File: config.mk
export PLATFORM = sky130hd
export DESIGN_NAME = mmf_store
export DESIGN_NICKNAME = d
export VERILOG_FILES = /design/src/sv/multimode_finder_macros.svh /design/src/sv/mmf_pkg.sv /design/src/sv/mmf_store.sv
export SDC_FILE = /design/constraint.sdc
export NUM_CORES = 2
export LEC_CHECK = 0
export BUFFER_PORTS_ARGS = -buffer_cell sky130_fd_sc_hd__buf_2
export CAP_MARGIN = 20
export CORE_MARGIN = 2
export CORE_UTILIZATION = 50
export DETAILED_ROUTE_END_ITERATION = 10
export PLACE_DENSITY = 0.74
export SYNTH_ARGS = -nofsm -noshare
export SYNTH_HDL_FRONTEND = slang
export SYNTH_MEMORY_MAX_BITS = 65536
export SYNTH_SLANG_ARGS = --single-unit
File: constraint.sdc
create_clock -name clk -period 6.38 [get_ports clk]
set_input_delay 0.957 -clock clk [delete_from_list [all_inputs] [get_ports clk]]
set_output_delay 0.957 -clock clk [all_outputs]
set_load 0.005 [all_outputs]
File: src/sv/multimode_finder_macros.svh
// assertion macros used by the multimode finder sequencer
`ifndef MULTIMODE_FINDER_MACROS_SVH
`define MULTIMODE_FINDER_MACROS_SVH

// same-cycle implication, held off during reset
`define MMF_ASSERT_NOW(label, clk, rst_n, ante, cons) \
    label: assert property (@(posedge clk) disable iff (!rst_n) (ante) |-> (cons)) \
        else $error("mmf assertion failed");

// next-cycle implication, held off during reset
`define MMF_ASSERT_NEXT(label, clk, rst_n, ante, cons) \
    label: assert property (@(posedge clk) disable iff (!rst_n) (ante) |=> (cons)) \
        else $error("mmf assertion failed");

`endif

File: src/sv/mmf_pkg.sv
// types and constants of the multimode finder
package mmf_pkg;

    localparam int CAPACITY = 64;
    localparam int KEY_W    = 64;
    localparam int CNT_W    = 7;
    localparam int ADDR_W   = (CAPACITY > 1) ? $clog2(CAPACITY) : 1;

    typedef logic [KEY_W-1:0]  key_t;
    typedef logic [CNT_W-1:0]  cnt_t;
    typedef logic [ADDR_W-1:0] addr_t;

    typedef struct packed {
        key_t key_value;
        logic batch_end;
    } key_item_t;

    typedef struct packed {
        key_t mode_key;
        cnt_t mode_freq;
        cnt_t mode_total;
        logic run_last;
        logic overflow;
    } mode_item_t;

    typedef struct packed {
        key_t key;
        cnt_t count;
    } entry_t;

    typedef struct packed {
        logic  en;
        addr_t addr;
    } mem_rd_t;

    typedef struct packed {
        logic   en;
        addr_t  addr;
        entry_t data;
    } mem_wr_t;

    typedef struct packed {
        logic       valid;
        mode_item_t item;
    } emit_t;

endpackage

File: src/sv/mmf_store.sv
// key and count store: one write port, one registered read port
module mmf_store (
    input  logic            clk,
    input  mmf_pkg::mem_rd_t rd,
    input  mmf_pkg::mem_wr_t wr,
    output mmf_pkg::entry_t  rd_data
);
    import mmf_pkg::*;

    entry_t store_mem [CAPACITY];
    entry_t rd_data_reg;

    always_ff @(posedge clk)
    begin
        if (wr.en)
        begin
            store_mem[wr.addr] <= wr.data;
        end
        if (rd.en)
        begin
            rd_data_reg <= store_mem[rd.addr];
        end
    end

    assign rd_data = rd_data_reg;

endmodule

# Word-level counts from Yosys, hierarchy flattened
# Memory sizes are Yosys's and may differ from the RTL's. A register that Yosys moved wholly into a read port is not among the register bits.
# Index checks and enable logic that the tools add are counted.
op_classes:
  muxes: 2
ops:
  columns: ["op", "n"]
  rows:
  - ["$mux 1", 2]
word_totals:
  ff_bits: 0
  mem_bits_rw: 4544
  input_bits: 86
  output_inout_bits: 71
  wordCells: 3
  n_memories: 1
mem_list:
  columns: ["name", "depth", "word_bits", "rd", "rd_clocked_by_memory_dff", "write_ports", "line", "rtl"]
  rows:
  - ["store_mem", 64, 71, 1, 1, 1, "mmf_store.sv:10", "entry_t store_mem [CAPACITY];"]

# Depth between registers and ports, before layout
depth:
  ltp_word: 2
  ltp_mapped: 8
  mapped_depth_nobuf: 4

# Worst setup path before layout
# Ideal clock, no wire load.
synth_path:
  path_kind: "input port to flip-flop"
  startpoint: "input wr[74] in the netlist's numbering"
  endpoint: "memory store_mem[48][0] in the netlist's numbering (enable)"
  setup_time_ps: 587
  t_arrival_ps: 6298
  required_ps: 5793
  path_slack_ps: -505
  stages: 4
  n_path_buf: 1
  cell_sequence: "clkbuf_1 > nor2b_1 > nand4b_1 > nor3_1"
synth_lines:
  columns: ["element", "line", "rtl"]
  rows:
  - ["start, declared", "mmf_store.sv:5", "input mmf_pkg::mem_wr_t wr,"]
  - ["end, declared", "mmf_store.sv:10", null]
# No word-level cell before the write port.

==> flow_summary.json <==
{
  "p_leak_nw": 60.5,
  "cts_made_buffers": 432,
  "fin_nets": 7753,
  "drtAntennaViolNets": 0,
  "core_um2": 346000,
  "vdd_drop_max_uv": 304,
  "ys.flop_type": "edfxtp_1",
  "relSlewSlack_pct": 18.0,
  "hp-class": "primary input to register",
  "grt_max_degree": 134,
  "cts_sinks": 4615,
  "fp.dieW_um": 593,
  "worstSetupStartpoint": "rd[1]",
  "drt-initial-drc-count": 15365,
  "cp_slowest_cell": "buf_12",
  "synth_edf_count": 4615,
  "reg2reg_to": "rd_data[36]",
  "crit_chain": "buf_8 > buf_12 > mux4_2 > a22oi_1 > nand3_1 > o211a_1",
  "maxCapViolCount": 0,
  "cts.clk_slew.worst_paths_ns": 0.06,
  "swShare_pct": 21.3,
  "die_h_um": 593,
  "root_buffer": "clkbuf_16",
  "grtUsageTotal_pct": 27.1,
  "fin_ws_ns": 3.11,
  "crit_path_max_incr_delay_ns": 0.63,
  "holdPathEnd": "store_mem[11][54]",
  "place.gp.congestion": 0.821,
  "grt_antenna_before_repair": 58,
  "first_pass_iters": 6,
  "ys_seq_elements": 4615,
  "grt_overflow": 0,
  "holdBufCountCts": 0,
  "vias": 86478,
  "timing.reg2reg.setup_slack_ns": 4.13,
  "cts_resized": 0,
  "tightest_slew_ns": 1.23,
  "finalCriticalPeriod_ns": 3.27,
  "syn2layout_area_growth_pct": 13.0,
  "layout_worst_path_cycle_share_pct": 51.3,
  "hold_depth": 1,
  "p_int_mw": 48.5,
  "htreeDepth": 5,
  "grt_pass1_vias": 85226,
  "end_kind": "register",
  "criticalPathCategory": "primary input to register",
  "fin_tns_setup_ns": 0,
  "grt_first_pass_wirelength_um": 662000,
  "finalPower_mw": 61.7,
  "p_switching_mw": 13.1,
  "cp.required_ns": 7.11,
  "setup_violations": 0,
  "initial_core_util_pct": 50.2,
  "min_from": "wr[54]",
  "dieArea_um2": 352000,
  "clock_latency_ns": 0.98,
  "reg2reg_from": "store_mem[63][36]",
  "largest_register_ff_count": 4544,
  "power-per-cell-area_nw_per_um2": 314,
  "drive_above_1_share_pct": 28.2,
  "post_synth.cell_area_avg_um2": 24.1,
  "power_frac_seq_pct": 54.8,
  "clkPwrFrac_pct": 40.5,
  "cts.path.max_buffers": 4,
  "place_ws_ns": 2.22,
  "outcome": "complete, no violations",
  "rows": 216,
  "synth_seq_area_share_pct": 79.9,
  "critPathMaxFanout": 133,
  "ios": 157,
  "whs_ns": 0.241,
  "crit_arrival_ns": 4.00,
  "synth_cell_types": 29,
  "portBuffers": 156,
  "synthArstFlopShare_pct": 0,
  "postSynthNetCount": 7293,
  "drc_errors": 0,
  "cts_setup_buffers": 0,
  "drt-vias-per-instance": 6.84,
  "postLayoutCoreUtil_pct": 56.7,
  "yosysWarningCount": 0,
  "syn_area_um2": 173000,
  "clock_skew_ns": 0.0609,
  "worst_r2r_path_depth": 4,
  "place_hpwl_um": 248000,
  "max_freq_mhz": 306,
  "cts_tree": "yes",
  "slew_viol_final": 0,
  "combinationalPowerShare_pct": 4.7,
  "synth_cells": 7207,
  "hold_viol": 0,
  "rsz0062_at_grt": "false",
  "startpoint_type": "primary input",
  "wl_um": 478000,
  "wire_per_inst_um": 37.8
}
==> power by group through the flow <==
| stage | clock, mW | combinational (mW) | sequential [mW] |
|---|---|---|---|
| 2_1_floorplan | 0 | 1.54 | 34.3 |
| 3_3_place_gp | 0 | 2.73 | 34.4 |
| 3_5_place_dp | 0 | 2.80 | 34.4 |
| 4_1_cts | 25.1 | 2.81 | 33.8 |
| 5_1_grt | 26.3 | 3.03 | 33.8 |
| 6_report | 25.0 | 2.90 | 33.8 |
==> metal layers <==
layer | up-vias | part of all wire, % | GRT usage (%) | wire (um)
li1 | 32396 | - | - | -
met1 | 45627 | 34 | 36.8 | 164000
met2 | 7390 | 48 | 42.3 | 227000
met3 | 1045 | 14 | 6.74 | 66700
met4 | 20 | 4.2 | 11.1 | 20100
met5 | - | 0.028 | 0 | 132
==> cells by family (layout without fill, tap and decap cells) <==
family / count (synthesis) / count (layout) / synth area share (%)
flip-flops: 4615 / 4615 / 79.9
multiplexers: 1250 / 1250 / 15.4
AO/OA/AOI/OAI: 617 / 617 / 2.71
buffers and inverters: 414 / 1228 / 1.13
AND/OR/NAND/NOR: 311 / 311 / 0.878
other: 0 / 51 / 0
==> per-stage QoR <==
stage               instances  cell area [um2]
global route            12635           196000
global placement        11768           181000
CTS                     12558           195000
floorplan                7207           173000
finish                  12650           196000
detailed placement      11770           181000
==> cell usage in the layout, fill, tap and decap left out, types with 64 or more instances in the layout <==
cell / synthesis / layout
clkinv_2: 0 / 80
nor2_4: 0 / 64
mux2i_1: 114 / 114
edfxtp_1: 4615 / 4615
o211a_1: 71 / 71
mux4_2: 1136 / 1136
nand3_1: 125 / 124
a211oi_1: 70 / 70
buf_2: 152 / 151
buf_4: 48 / 164
clkbuf_16: 0 / 438
buf_12: 0 / 116
clkinv_1: 0 / 100
clkbuf_1: 165 / 91
o22ai_1: 141 / 141
a22oi_1: 284 / 284
==> cell type report <==
cell class                      instances  area [um2]
Fill cell                           23799      150000
Sequential cell                      4615      139000
Multi-Input combinational cell       2178       33500
Clock buffer                          529       11300
Tap cell                             4578        5730
Timing Repair Buffer                  440        4520
Clock inverter                        259        2320
Antenna cell                           51         128
==> how the worst max path moves through the flow <==
stage,end,slack [ns]
finish,rd_data[24],3.11
global route,rd_data[24],3.07
CTS,rd_data[24],3.21
detailed placement,rd_data[24],2.22
global placement,rd_data[24],2.24
floorplan,store_mem[39][0],1.09
==> synthesized netlist by cell type (8+ instances only) <==
library cell  count  share of area, %
nand2b_1          9             0.032
edfxtp_1       4615                80
nor2_1          116              0.25
buf_4            48              0.21
a22oi_1         284               1.2
o22ai_1         141              0.51
a211oi_1         70              0.30
buf_2           152              0.44
nand3_1         125              0.36
nor2b_1           9             0.032
mux4_2         1136                15
nand2_1           8             0.017
clkbuf_1        165              0.36
o211a_1          71              0.41
o221ai_1         50              0.25
nand3b_1         27              0.12
mux2i_1         114              0.66
buf_1            45             0.097
==> worst max-delay path: cells and delay by family <==
kind                   cells  cell delay, ns
buffers and inverters      2            1.15
multiplexers               1            0.42
AO/OA/AOI/OAI              2            0.75
AND/OR/NAND/NOR            1            0.36
Note: power is estimated with default switching activity, not from simulation.
