`src/sv/multimode_finder_macros.svh`:
```
// assertion macros used by the multimode finder sequencer
`ifndef MULTIMODE_FINDER_MACROS_SVH
`define MULTIMODE_FINDER_MACROS_SVH

// same-cycle implication, held off during reset
`define MMF_ASSERT_NOW(label, clk, rst_n, ante, cons) \
    label: assert property (@(posedge clk) disable iff (!rst_n) (ante) |-> (cons)) \
        else $error("mmf assertion failed");

// next-cycle implication, held off during reset
`define MMF_ASSERT_NEXT(label, clk, rst_n, ante, cons) \
    label: assert property (@(posedge clk) disable iff (!rst_n) (ante) |=> (cons)) \
        else $error("mmf assertion failed");

`endif

```
`src/sv/mmf_pkg.sv`:
```
// types and constants of the multimode finder
package mmf_pkg;

    localparam int CAPACITY = 64;
    localparam int KEY_W    = 64;
    localparam int CNT_W    = 7;
    localparam int ADDR_W   = (CAPACITY > 1) ? $clog2(CAPACITY) : 1;

    typedef logic [KEY_W-1:0]  key_t;
    typedef logic [CNT_W-1:0]  cnt_t;
    typedef logic [ADDR_W-1:0] addr_t;

    typedef struct packed {
        key_t key_value;
        logic batch_end;
    } key_item_t;

    typedef struct packed {
        key_t mode_key;
        cnt_t mode_freq;
        cnt_t mode_total;
        logic run_last;
        logic overflow;
    } mode_item_t;

    typedef struct packed {
        key_t key;
        cnt_t count;
    } entry_t;

    typedef struct packed {
        logic  en;
        addr_t addr;
    } mem_rd_t;

    typedef struct packed {
        logic   en;
        addr_t  addr;
        entry_t data;
    } mem_wr_t;

    typedef struct packed {
        logic       valid;
        mode_item_t item;
    } emit_t;

endpackage

```
`src/sv/mmf_seq.sv`:
```
// sequencer: sorted insert, maximum scan and emission over the store
`include "multimode_finder_macros.svh"

module mmf_seq (
    input  logic                 clk,
    input  logic                 rst_n,
    input  logic                 key_valid,
    output logic                 key_stall,
    input  mmf_pkg::key_item_t   key_data,
    input  logic                 out_free,
    output mmf_pkg::emit_t       emit,
    output mmf_pkg::mem_rd_t     rd,
    output mmf_pkg::mem_wr_t     wr,
    input  mmf_pkg::entry_t      rd_data
);
    import mmf_pkg::*;

    typedef enum logic [6:0] {
        ST_IDLE   = 7'b0000001,
        ST_SEARCH = 7'b0000010,
        ST_SHIFT  = 7'b0000100,
        ST_PLACE  = 7'b0001000,
        ST_SCAN   = 7'b0010000,
        ST_MAX    = 7'b0100000,
        ST_EMIT   = 7'b1000000
    } state_t;

    state_t state_reg, state_next;
    addr_t  idx_reg, idx_next;
    addr_t  pos_reg, pos_next;
    key_t   key_reg, key_next;
    logic   end_reg, end_next;
    cnt_t   used_reg, used_next;
    cnt_t   taken_reg, taken_next;
    logic   dropped_reg, dropped_next;
    cnt_t   best_reg, best_next;
    cnt_t   ties_reg, ties_next;
    cnt_t   emitted_reg, emitted_next;
    logic   finish;
    addr_t  idx_up;
    cnt_t   idx_up_cnt;
    addr_t  used_top;

    assign idx_up     = idx_reg + addr_t'(1);
    assign idx_up_cnt = cnt_t'(idx_reg) + cnt_t'(1);
    assign used_top   = addr_t'(used_reg - cnt_t'(1));
    assign key_stall  = (state_reg != ST_IDLE);

    always_comb
    begin
        state_next   = state_reg;
        idx_next     = idx_reg;
        pos_next     = pos_reg;
        key_next     = key_reg;
        end_next     = end_reg;
        used_next    = used_reg;
        taken_next   = taken_reg;
        dropped_next = dropped_reg;
        best_next    = best_reg;
        ties_next    = ties_reg;
        emitted_next = emitted_reg;
        finish       = 1'b0;
        rd           = '{en: 1'b0, addr: idx_reg};
        wr           = '{en: 1'b0, addr: idx_reg, data: rd_data};
        emit.valid   = 1'b0;
        emit.item    = '{mode_key:   rd_data.key,
                         mode_freq:  best_reg,
                         mode_total: ties_reg,
                         run_last:   (emitted_reg + cnt_t'(1)) == ties_reg,
                         overflow:   dropped_reg};

        case (state_reg)
            ST_IDLE:
            begin
                if (key_valid)
                begin
                    key_next = key_data.key_value;
                    end_next = key_data.batch_end;
                    if (taken_reg >= cnt_t'(CAPACITY))
                    begin
                        dropped_next = 1'b1;
                        finish       = 1'b1;
                    end
                    else
                    begin
                        taken_next = taken_reg + cnt_t'(1);
                        if (used_reg == '0)
                        begin
                            wr        = '{en: 1'b1, addr: '0,
                                          data: '{key: key_data.key_value, count: cnt_t'(1)}};
                            used_next = cnt_t'(1);
                            finish    = 1'b1;
                        end
                        else
                        begin
                            idx_next   = '0;
                            rd         = '{en: 1'b1, addr: '0};
                            state_next = ST_SEARCH;
                        end
                    end
                end
            end
            ST_SEARCH:
            begin
                if (rd_data.key == key_reg)
                begin
                    wr     = '{en: 1'b1, addr: idx_reg,
                               data: '{key: key_reg, count: rd_data.count + cnt_t'(1)}};
                    finish = 1'b1;
                end
                else if (rd_data.key > key_reg)
                begin
                    pos_next   = idx_reg;
                    idx_next   = used_top;
                    rd         = '{en: 1'b1, addr: used_top};
                    state_next = ST_SHIFT;
                end
                else if (idx_up_cnt == used_reg)
                begin
                    wr        = '{en: 1'b1, addr: addr_t'(used_reg),
                                  data: '{key: key_reg, count: cnt_t'(1)}};
                    used_next = used_reg + cnt_t'(1);
                    finish    = 1'b1;
                end
                else
                begin
                    idx_next = idx_up;
                    rd       = '{en: 1'b1, addr: idx_up};
                end
            end
            ST_SHIFT:
            begin
                wr = '{en: 1'b1, addr: idx_up, data: rd_data};
                if (idx_reg == pos_reg)
                begin
                    state_next = ST_PLACE;
                end
                else
                begin
                    idx_next = idx_reg - addr_t'(1);
                    rd       = '{en: 1'b1, addr: idx_reg - addr_t'(1)};
                end
            end
            ST_PLACE:
            begin
                wr        = '{en: 1'b1, addr: pos_reg,
                              data: '{key: key_reg, count: cnt_t'(1)}};
                used_next = used_reg + cnt_t'(1);
                finish    = 1'b1;
            end
            ST_SCAN:
            begin
                idx_next   = '0;
                rd         = '{en: 1'b1, addr: '0};
                best_next  = '0;
                ties_next  = '0;
                state_next = ST_MAX;
            end
            ST_MAX:
            begin
                if (rd_data.count > best_reg)
                begin
                    best_next = rd_data.count;
                    ties_next = cnt_t'(1);
                end
                else if (rd_data.count == best_reg)
                begin
                    ties_next = ties_reg + cnt_t'(1);
                end
                if (idx_up_cnt == used_reg)
                begin
                    idx_next     = '0;
                    rd           = '{en: 1'b1, addr: '0};
                    emitted_next = '0;
                    state_next   = ST_EMIT;
                end
                else
                begin
                    idx_next = idx_up;
                    rd       = '{en: 1'b1, addr: idx_up};
                end
            end
            ST_EMIT:
            begin
                if (!(rd_data.count == best_reg && !out_free))
                begin
                    if (rd_data.count == best_reg)
                    begin
                        emit.valid   = 1'b1;
                        emitted_next = emitted_reg + cnt_t'(1);
                    end
                    if (idx_up_cnt == used_reg)
                    begin
                        used_next    = '0;
                        taken_next   = '0;
                        dropped_next = 1'b0;
                        state_next   = ST_IDLE;
                    end
                    else
                    begin
                        idx_next = idx_up;
                        rd       = '{en: 1'b1, addr: idx_up};
                    end
                end
            end
            default:
            begin
                state_next = ST_IDLE;
            end
        endcase

        if (finish)
        begin
            state_next = end_next ? ST_SCAN : ST_IDLE;
        end
    end

    always_ff @(posedge clk or negedge rst_n)
    begin
        if (!rst_n)
        begin
            state_reg   <= ST_IDLE;
            used_reg    <= '0;
            taken_reg   <= '0;
            dropped_reg <= 1'b0;
            emitted_reg <= '0;
            best_reg    <= '0;
            ties_reg    <= '0;
            idx_reg     <= '0;
            pos_reg     <= '0;
            end_reg     <= 1'b0;
        end
        else
        begin
            state_reg   <= state_next;
            used_reg    <= used_next;
            taken_reg   <= taken_next;
            dropped_reg <= dropped_next;
            emitted_reg <= emitted_next;
            best_reg    <= best_next;
            ties_reg    <= ties_next;
            idx_reg     <= idx_next;
            pos_reg     <= pos_next;
            end_reg     <= end_next;
        end
    end

    always_ff @(posedge clk)
    begin
        key_reg <= key_next;
    end

    `MMF_ASSERT_NOW(a_no_rw_clash, clk, rst_n, wr.en && rd.en, wr.addr != rd.addr)
    `MMF_ASSERT_NOW(a_used_le_taken, clk, rst_n, 1'b1, used_reg <= taken_reg)
    `MMF_ASSERT_NOW(a_emit_into_free, clk, rst_n, emit.valid, out_free)
    `MMF_ASSERT_NOW(a_emit_le_ties, clk, rst_n, state_reg == ST_EMIT, emitted_reg <= ties_reg)
    `MMF_ASSERT_NEXT(a_last_closes, clk, rst_n, emit.valid && emit.item.run_last,
                     emitted_reg == ties_reg)

endmodule

```
`config.mk`:
```
export PLATFORM = sky130hd
export DESIGN_NAME = mmf_seq
export DESIGN_NICKNAME = d
export VERILOG_FILES = /design/src/sv/mmf_pkg.sv /design/src/sv/mmf_seq.sv
export VERILOG_INCLUDE_DIRS = /design/src /design/src/sv
export SDC_FILE = /design/constraint.sdc
export NUM_CORES = 1
export LEC_CHECK = 0
export BUFFER_PORTS_ARGS = -buffer_cell sky130_fd_sc_hd__buf_2
export CAP_MARGIN = 20
export CELL_PAD_IN_SITES_DETAIL_PLACEMENT = 1
export CELL_PAD_IN_SITES_GLOBAL_PLACEMENT = 1
export CORE_ASPECT_RATIO = 1.2
export CORE_MARGIN = 4
export CORE_UTILIZATION = 31
export CTS_CLUSTER_DIAMETER = 60
export DETAILED_ROUTE_END_ITERATION = 8
export PLACE_DENSITY = 0.78
export SETUP_SLACK_MARGIN = 0.05
export SYNTH_ARGS = -nofsm -noshare
export SYNTH_HDL_FRONTEND = slang
export SYNTH_SLANG_ARGS = --single-unit
```
`constraint.sdc`:
```
create_clock -name clk -period 3.8 [get_ports clk]
set_input_delay 0.19 -clock clk [delete_from_list [all_inputs] [get_ports clk]]
set_output_delay 0.19 -clock clk [all_outputs]
set_load 0.1 [all_outputs]
```
* Word level (Yosys, flattened, before mapping) *
Index checks and enable logic that the tools add are counted.

storage, ports and cells
  bits in registers = 120
  latch bits = 0
  bits in writable memories = 0
  ROM bits = 0
  output and inout port bits = 167
  logic and storage cells = 156
  memories = 0

cells by class
  $add $sub $neg = 9
  multiply operators = 0
  divide/modulo/power cells = 0
  order comparisons = 3
  eq/ne operators = 38
  shift operators = 0
  multiplexer cells = 76
  bitwise operators = 1
  reduce and logical (&&, ||, !) cells = 18

operators by type and width
  operator                                           count
  two-way mux 78 bit                                 6
  one-hot mux 78 bit (4 select lines)                1
  two-way mux 7 bit                                  33
  == test 64 bit                                     1
  > comparator 64 bit                                1
  two-way mux 6 bit                                  10
  one-hot mux 7 bit (2 select lines)                 4
  one-hot mux 7 bit (7 select lines)                 1
  one-hot mux 7 bit (6 select lines)                 1
  one-hot mux 6 bit (6 select lines)                 1
  adder 7 x 1 -> 7 bit (second input constant)       5
  inequality test 2 bit (second input constant)      15
  inequality test 3 bit (second input constant)      10
  one-hot mux 7 bit (4 select lines)                 1
  == test 7 bit                                      3
  two-way mux 1 bit                                  15
  subtractor 6 x 1 -> 6 bit (second input constant)  2
  AND reduction 10 bit                               1
  AND reduction 5 bit                                2
  AND reduction 9 bit                                1
  adder 6 x 1 -> 7 bit (second input constant)       1
  == test 7 x 1 -> 1 bit (second input constant)     1
  == test 7 x 2 -> 1 bit (second input constant)     1
  == test 7 x 3 -> 1 bit (second input constant)     1
  other kinds (23)                                   27

* Logic depth before layout (Yosys ltp) *
Gate-level depths: netlist of run 1.

  word-level depth = 8
  mapped depth = 13
  mapped depth without buffers = 11

* Worst setup path before layout of run 1 *
No wires, ideal clock.

  path kind = flip-flop to output port
  start point = register idx_reg[0]
  end point = output port rd[0] (netlist bit)
  data arrival time = 4.885 ns
  data required time = 3.610 ns
  slack = -1.275 ns
  cell stages (with the launch flop) = 14
  cell sequence = dfrtp_1 clkbuf_1 inv_1 ha_1 xnor2_1 nand2_1 or4_4 a21oi_4 inv_2 buf_2 ha_1 nor3_1 a21oi_1 o21ai_0

RTL lines
  element                 RTL line        text
  start, declared         mmf_seq.sv:29   addr_t idx_reg, idx_next;
  start signal, assigned  mmf_seq.sv:242  idx_reg <= idx_next;
  end, declared           mmf_seq.sv:12   output mmf_pkg::mem_rd_t rd,

==> results_dict.tcl, run 1 <==
set metrics [dict create \
    status "finished with violations" \
    violations "negative setup slack" \
    drive_gt1_share_pct 36.4 \
    core_area_um2 30700 \
    r2r_cells 12 \
    place_area_um2 13000 \
    synth.distinct_cells 70 \
    timing.rr.end "used_reg[4]$_DFFE_PN0P_" \
    whs_ps 47.2 \
    layout.nets 1648 \
    seq_power_share_pct 14.0 \
    cts_htree_levels 4 \
    first_iter_violations 645 \
    leakage_nw 6.58 \
    clock_path_buffers 2 \
    crit_type "reg2out" \
    swShare_pct 55.5 \
    yosysSeqAreaShare_pct 34.1 \
    fin_util_pct 47.7 \
    synth_warnings 0 \
    intPower_mw 6.50 \
    pwr-share-clk_pct 11.4 \
    rsz0062_at_grt "true" \
    slew_viol_final 0 \
    min_to "end_reg$_DFF_PN0_" \
    grt_pass1_wl_um 61900 \
    cts.sinks 120 \
    finalWirelength_um 41400 \
    area_growth_pct 50.3 \
    setup_ws_ps -106 \
    start_util_pct 31.7 \
    ant_nets 0 \
    die_area_um2 34400 \
    avgViaCountPerCell 5.52 \
    ys.flop_type "edfxtp_1" \
    tightest_slew_ps 788 \
    setup_viol 66 \
    vias 10146 \
    largest_reg_flops 64 \
    slew_headroom_pct 47.5 \
    syn-num-nets 1298 \
    cp_top_family "compound AO/OA/AOI/OAI gates" \
    drtPass1Iterations 5 \
    overflow 0 \
    io_buffer_count 306 \
    arrival_ps 3720 \
    routabilityCongestion 0.890 \
    r2r-start "idx_reg[1]$_DFFE_PN0P_" \
    grt_max_degree 46 \
    path_cells "inv_1 > ha_1 > a21o_1 > a21o_1 > a221oi_2 > buf_4 > or4_4 > o211ai_1 > or3_4 > a31o_4 > buf_12 > a221o_2 > buf_12" \
    grt_use_total_pct 23.0 \
    io_pins 307 \
    drc 0 \
    peakVddDrop_uv 1060 \
    cp.required_ps 3610 \
    crit_path_end_kind "primary output" \
    finalHoldViolations 0 \
    fin_worst_skew_ps 11.5 \
    p_comb_share_pct 74.6 \
    grt_antenna_before_repair 2 \
    netlist_area_um2 9760 \
    critPathLaunchType "register" \
    finalCritPeriodShare_pct 103 \
    reg2reg_slack_ps 390 \
    cts_made_buffers 17 \
    fill_cells 3447 \
    hpwl_um 29900 \
    insertion_delay_ps 420 \
    fin_crit_ps 3910 \
    min_from "key_data[0]" \
    cts_root_buffer "clkbuf_16" \
    max-cap-violations 0 \
    wire_per_inst_um 22.5 \
    power.switching_mw 8.11 \
    slowest_delay_ps 450 \
    syn_inst 1077 \
    whs_path_depth 3 \
    fmax_mhz 256 \
    rows 70 \
    slowest_stage "a221o_2" \
    die_w_um 170 \
    startpoint "key_reg[21]$_DFFE_PP_" \
    grt_pass1_vias 11008 \
    synthArstFlopShare_pct 46.7 \
    power_density_nw_per_um2 996 \
    design_area_um2 14700 \
    cp_max_fo 23 \
    synth_edf_count 64 \
    avgSynthCellArea_um2 9.06 \
    clkSlewWorstSetupHoldPaths_ps 60 \
    hp-class "in2reg" \
    critical_path_buf_inv_count 4 \
    synth_seq_cells 120 \
    die_h_um 202 \
    cts_tree "built" \
]
-- per-layer routing --
| metal | share of wire, % | GRT usage [%] |
|---|---|---|
| met1 | 38 | 25.2 |
| met2 | 52 | 42.3 |
| met3 | 5.9 | 4.42 |
| met4 | 4.5 | 10.5 |
| met5 | 0 | 0 |
-- cells in the mapped netlist, types with 3 or more instances --
library cell / instances / share of area, %
buf_6: 5 / 0.58
and4b_1: 3 / 0.31
nor3_1: 22 / 1.1
buf_2: 13 / 0.67
xor2_1: 9 / 0.81
nor4_1: 9 / 0.58
mux2_2: 8 / 0.92
a32o_1: 3 / 0.31
a211oi_1: 5 / 0.38
a31oi_1: 3 / 0.19
o211ai_1: 10 / 0.77
a21oi_1: 63 / 3.2
nand2_1: 59 / 2.3
or4_1: 7 / 0.54
edfxtp_1: 64 / 20
ha_1: 81 / 10
nand3_1: 38 / 1.9
nand4_1: 26 / 1.7
o22ai_1: 3 / 0.19
nand2b_1: 5 / 0.32
nand4b_1: 5 / 0.45
or3_1: 6 / 0.38
a22o_1: 5 / 0.45
nor2b_1: 5 / 0.32
o21a_1: 6 / 0.46
nor4b_1: 4 / 0.36
a2bb2oi_1: 6 / 0.54
inv_1: 91 / 3.5
a221o_1: 65 / 6.7
o21ai_0: 66 / 3.4
buf_4: 66 / 5.1
a221oi_1: 6 / 0.54
clkbuf_1: 36 / 1.4
and3_1: 6 / 0.38
o31ai_1: 14 / 1.1
and4_1: 3 / 0.27
and2_1: 70 / 4.5
a21o_1: 9 / 0.69
nor2_1: 45 / 1.7
mux2i_1: 6 / 0.62
dfrtp_1: 55 / 14
xnor2_1: 28 / 2.5
-- per-stage QoR --
step | setup TNS (ps) | power (mW) | setup slack (ps) | instances
floorplan | -577 | 8.98 | -265 | 1077
global placement | 0 | 12.4 | 191 | 1713
detailed placement | 0 | 12.5 | 115 | 1713
CTS | -3930 | 14.5 | -95.2 | 1825
global route | -14050 | 15.1 | -238 | 1837
finish | -3500 | 14.6 | -106 | 1838
-- logic make-up (layout without fill, tap and decap cells) --
kind of cell / after synthesis / after routing / synth area share, %
other cells: 0 / 2 / 0
fa+ha+maj: 81 / 81 / 10.4
mux: 14 / 14 / 1.54
xor+xnor: 37 / 37 / 3.32
simple gates: 327 / 327 / 18.5
flops: 120 / 120 / 34.1
buf+inv: 213 / 576 / 11.3
compound gates: 285 / 285 / 20.9
-- power groups by stage --
stage               clock network, mW  registers [mW]  logic [mW]
finish                           1.67            2.04        10.9
detailed placement                  0            2.06        10.5
floorplan                           0            2.10        6.88
CTS                              1.71            2.03        10.8
global placement                    0            2.04        10.3
global route                     1.78            2.08        11.3
-- final cells by class --
cell class	count	area, um^2	share of cell area [%]
Sequential cell	120	3330	22.7
Clock inverter	14	144	0.981
Timing Repair Buffer	451	4120	28.1
Inverter	93	352	2.40
Clock buffer	18	450	3.07
Tap cell	396	495	3.38
Multi-Input combinational cell	744	5770	39.3
Antenna cell	2	5.00	0.0341
-- cell usage in the layout (no fill, tap or decap), types with 22 or more instances in the layout --
master           n
nand2_1         59
buf_4           72
nand4_1         26
a221o_2         30
nand3_1         37
edfxtp_1        64
inv_1           87
nor3_1          22
a21oi_1         59
xnor2_1         28
and2_1          70
ha_1            68
nor2_1          43
dfrtp_1         53
buf_12          88
buf_2          221
a221o_1         35
o21ai_0         56
dlygate4sd3_1   65
-- how the worst max path moves through the flow --
stage                         to  slack, ps  cells past startpoint
after floorplan            rd[0]       -270                     13
after global placement    wr[26]        190                     13
after detailed placement  wr[54]        120                     13
after CTS                 wr[26]       -100                     13
after global routing      wr[26]       -240                     13
final                     wr[26]       -110                     13
-- worst reg2reg max path, cell delays in order, from the launching register on --
cell,delay [ps]
dfrtp_2,440
inv_1,170
ha_4,250
xnor2_1,130
nand2_1,80
or4_4,500
a21oi_4,170
inv_2,60
buf_4,190
o21ai_0,320
nand2_1,310
or4_1,550
a21oi_1,180
-- what timing repair did --
item | CTS | global route
pin swaps | 14 | 5
setup buffers | 14 | 12
hold buffers | 65 | 0
endpoints found under the setup margin | 85 | 84
gates cloned | 1 | 0
endpoints found under the hold margin | 94 | 0
resized for setup | 20 | 16
Note: power is estimated with default switching activity, not from simulation.
==> run 2, diff against run 1 <==
--- a/config.mk
+++ b/config.mk
@@ -8,2 +8,3 @@
 export LEC_CHECK = 0
+export ABC_AREA = 1
 export BUFFER_PORTS_ARGS = -buffer_cell sky130_fd_sc_hd__buf_2
@@ -17,3 +18,3 @@
 export DETAILED_ROUTE_END_ITERATION = 8
-export PLACE_DENSITY = 0.78
+export PLACE_DENSITY = 0.79
 export SETUP_SLACK_MARGIN = 0.05
==> constraint.sdc (replaced) <==
create_clock -name clk -period 3.8 [get_ports clk]
set_input_delay 0.76 -clock clk [delete_from_list [all_inputs] [get_ports clk]]
set_output_delay 0.76 -clock clk [all_outputs]
set_load 0.1 [all_outputs]
==> run 2 against run 1 <==
The flow still finishes with violations (negative setup slack). Routed wire length increased by 21%. Global-route usage is 2.6 points higher. Flip-flop and latch count unchanged. Synthesized cell count up 27%. Critical path type is now in2out.
==> results_dict.tcl, run 2 <==
set metrics [dict create \
    status "finished with violations" \
    violations "negative setup slack" \
    clock_path_buffers 2 \
    cts_tree "built" \
    cts_htree_levels 4 \
    yosysTopAreaCell "edfxtp_1" \
    grt_pass1_vias 12728 \
    finalWirelength_um 50100 \
    ys.flop_type "edfxtp_1" \
    die_h_um 207 \
    crit_type "in2out" \
    hp-class "in2async" \
    vias 11679 \
    netlist_area_um2 10200 \
    grt_antenna_before_repair 3 \
    arrival_ps 3280 \
    insertion_delay_ps 420 \
    finalCritPeriodShare_pct 106 \
    cp_top_family "compound AO/OA/AOI/OAI gates" \
    cts_root_buffer "clkbuf_16" \
    cp_common_cell "nand2_1" \
    fin_util_pct 51.1 \
    fin_worst_skew_ps 12.5 \
    rsz0062_at_grt "true" \
    slew_viol_final 0 \
    stdcell_count 2160 \
    finalHoldViolations 0 \
    synth.top_cell.area_share_pct 18.8 \
    tightest_slew_ps 1030 \
    synth.distinct_cells 58 \
    overflow 0 \
    slowest_stage "ha_1" \
    clkSlewWorstSetupHoldPaths_ps 60 \
    die_area_um2 36000 \
    io_buffer_count 306 \
    crit_path_end_kind "primary output" \
    final_cell_mix "nand2_1 (276), buf_2 (209), inv_1 (138), buf_4 (132), buf_12 (93)" \
    setup_viol 84 \
    largest_reg_flops 64 \
    core_area_um2 32400 \
    first_iter_violations 801 \
    synthTopCellsByCount "nand2_1 (369), inv_1 (155), nand3_1 (118), ha_1 (81), nor2_1 (77)" \
    cts_made_buffers 17 \
    avgViaCountPerCell 5.41 \
    start_util_pct 31.6 \
    synth_warnings 0 \
    layout.nets 1960 \
    grt_use_total_pct 25.6 \
    rows 72 \
    avgSynthCellArea_um2 7.50 \
    routabilityCongestion 0.884 \
    slowest_delay_ps 360 \
    yosysSeqAreaShare_pct 32.5 \
    wire_per_inst_um 23.2 \
    hpwl_um 34200 \
    syn-num-nets 1587 \
    synth_seq_cells 120 \
    syn_inst 1366 \
    ant_nets 0 \
    fmax_mhz 247 \
    cp.required_ps 3040 \
    path_cells "buf_2 > ha_1 > a21oi_1 > o21ai_0 > nor2_1 > nand2_1 > a21oi_2 > nand2_4 > buf_4 > inv_2 > nand3_4 > buf_6 > nand2_1 > nand3_1 > a21oi_4 > buf_12" \
    synthArstFlopShare_pct 46.7 \
    drtPass1Iterations 7 \
    area_growth_pct 61.7 \
    cts.sinks 120 \
    final_common_cell "nand2_1" \
    die_w_um 174 \
    fin_crit_ps 4040 \
    critPathLaunchType "input pin" \
    placed_cells 2086 \
    grt_pass1_wl_um 73200 \
    cp_max_fo 5 \
    setup_ws_ps -241 \
    critical_path_buf_inv_count 5 \
    grt_max_degree 66 \
    synth_area_leaders "edfxtp_1 (19%), nand2_1 (14%), dfrtp_1 (13%)" \
    synthMostInstantiatedCell "nand2_1" \
    drc 0 \
    drive_gt1_share_pct 44.7 \
    cts_hold_buf 0 \
    synth_edf_count 64 \
    io_pins 307 \
    slew_headroom_pct 31.6 \
    max-cap-violations 0 \
]
run 2: path summary, 6_finish.rpt:
kind / depth (start not counted) / slack [ps] / to / start
worst max-delay path: 16 / -240 / wr[71] / rd_data[68]
worst min-delay path: 1 / 400 / used_reg[2]$_DFFE_PN0P_ / rst_n
worst max register to register: 25 / 270 / idx_reg[5]$_DFFE_PN0P_ / key_reg[40]$_DFFE_PP_
worst min register to register: 2 / 500 / emitted_reg[5]$_DFFE_PN0P_ / emitted_reg[5]$_DFFE_PN0P_
max in group asynchronous: 2 / 2660 / emitted_reg[6]$_DFFE_PN0P_ / rst_n
min in group clk: 2 / 500 / emitted_reg[5]$_DFFE_PN0P_ / emitted_reg[5]$_DFFE_PN0P_
run 2: per-stage QoR:
step | setup slack (ps) | instance area (um^2) | hold WS [ps] | TNS [ps]
2_1_floorplan | -5.10 | 10700 | 453 | -5.10
3_3_place_gp | -350 | 14200 | 469 | -15140
3_5_place_dp | -404 | 14200 | 478 | -22190
4_1_cts | -183 | 16000 | 381 | -7390
5_1_grt | -324 | 16600 | 428 | -22980
6_report | -241 | 16600 | 395 | -15240
run 2: kinds of logic (layout without fill, tap and decap cells):
family / after synthesis / count (layout) / share of synthesized area [%]
compound gates: 221 / 221 / 13.7
xor+xnor: 35 / 35 / 3.13
fa+ha+maj: 81 / 81 / 9.89
buf+inv: 279 / 664 / 13.8
flops: 120 / 120 / 32.5
other cells: 0 / 1 / 0
simple gates: 630 / 631 / 27.0
run 2: layout make-up:
class                      count  area (um^2)
antenna                        1         2.50
clock buffer                  19          454
clock inverter                13          143
fill                        3727        15900
inverter                     171          644
multi-input combinational    968         7180
sequential                   120         3330
tap                          407          509
timing repair buffer         461         4310
run 2: repair_timing:
| action | in CTS | in global routing |
|---|---|---|
| gates cloned | 3 | 7 |
| buffers inserted | 29 | 7 |
| pin swaps | 38 | 26 |
| setup endpoints to repair | 85 | 86 |
| resized for setup | 197 | 101 |
run 2: routing by layer:
layer / GRT usage (%) / share of wire, %
met3: 4.52 / 5.0
met2: 47.5 / 53
met5: 0 / 0.068
met1: 29.2 / 38
met4: 9.42 / 4.1
Power of run 2 is left out: the tool's default activity adds up to more than one toggle a clock period on the data nets, which glitch-free logic cannot reach.
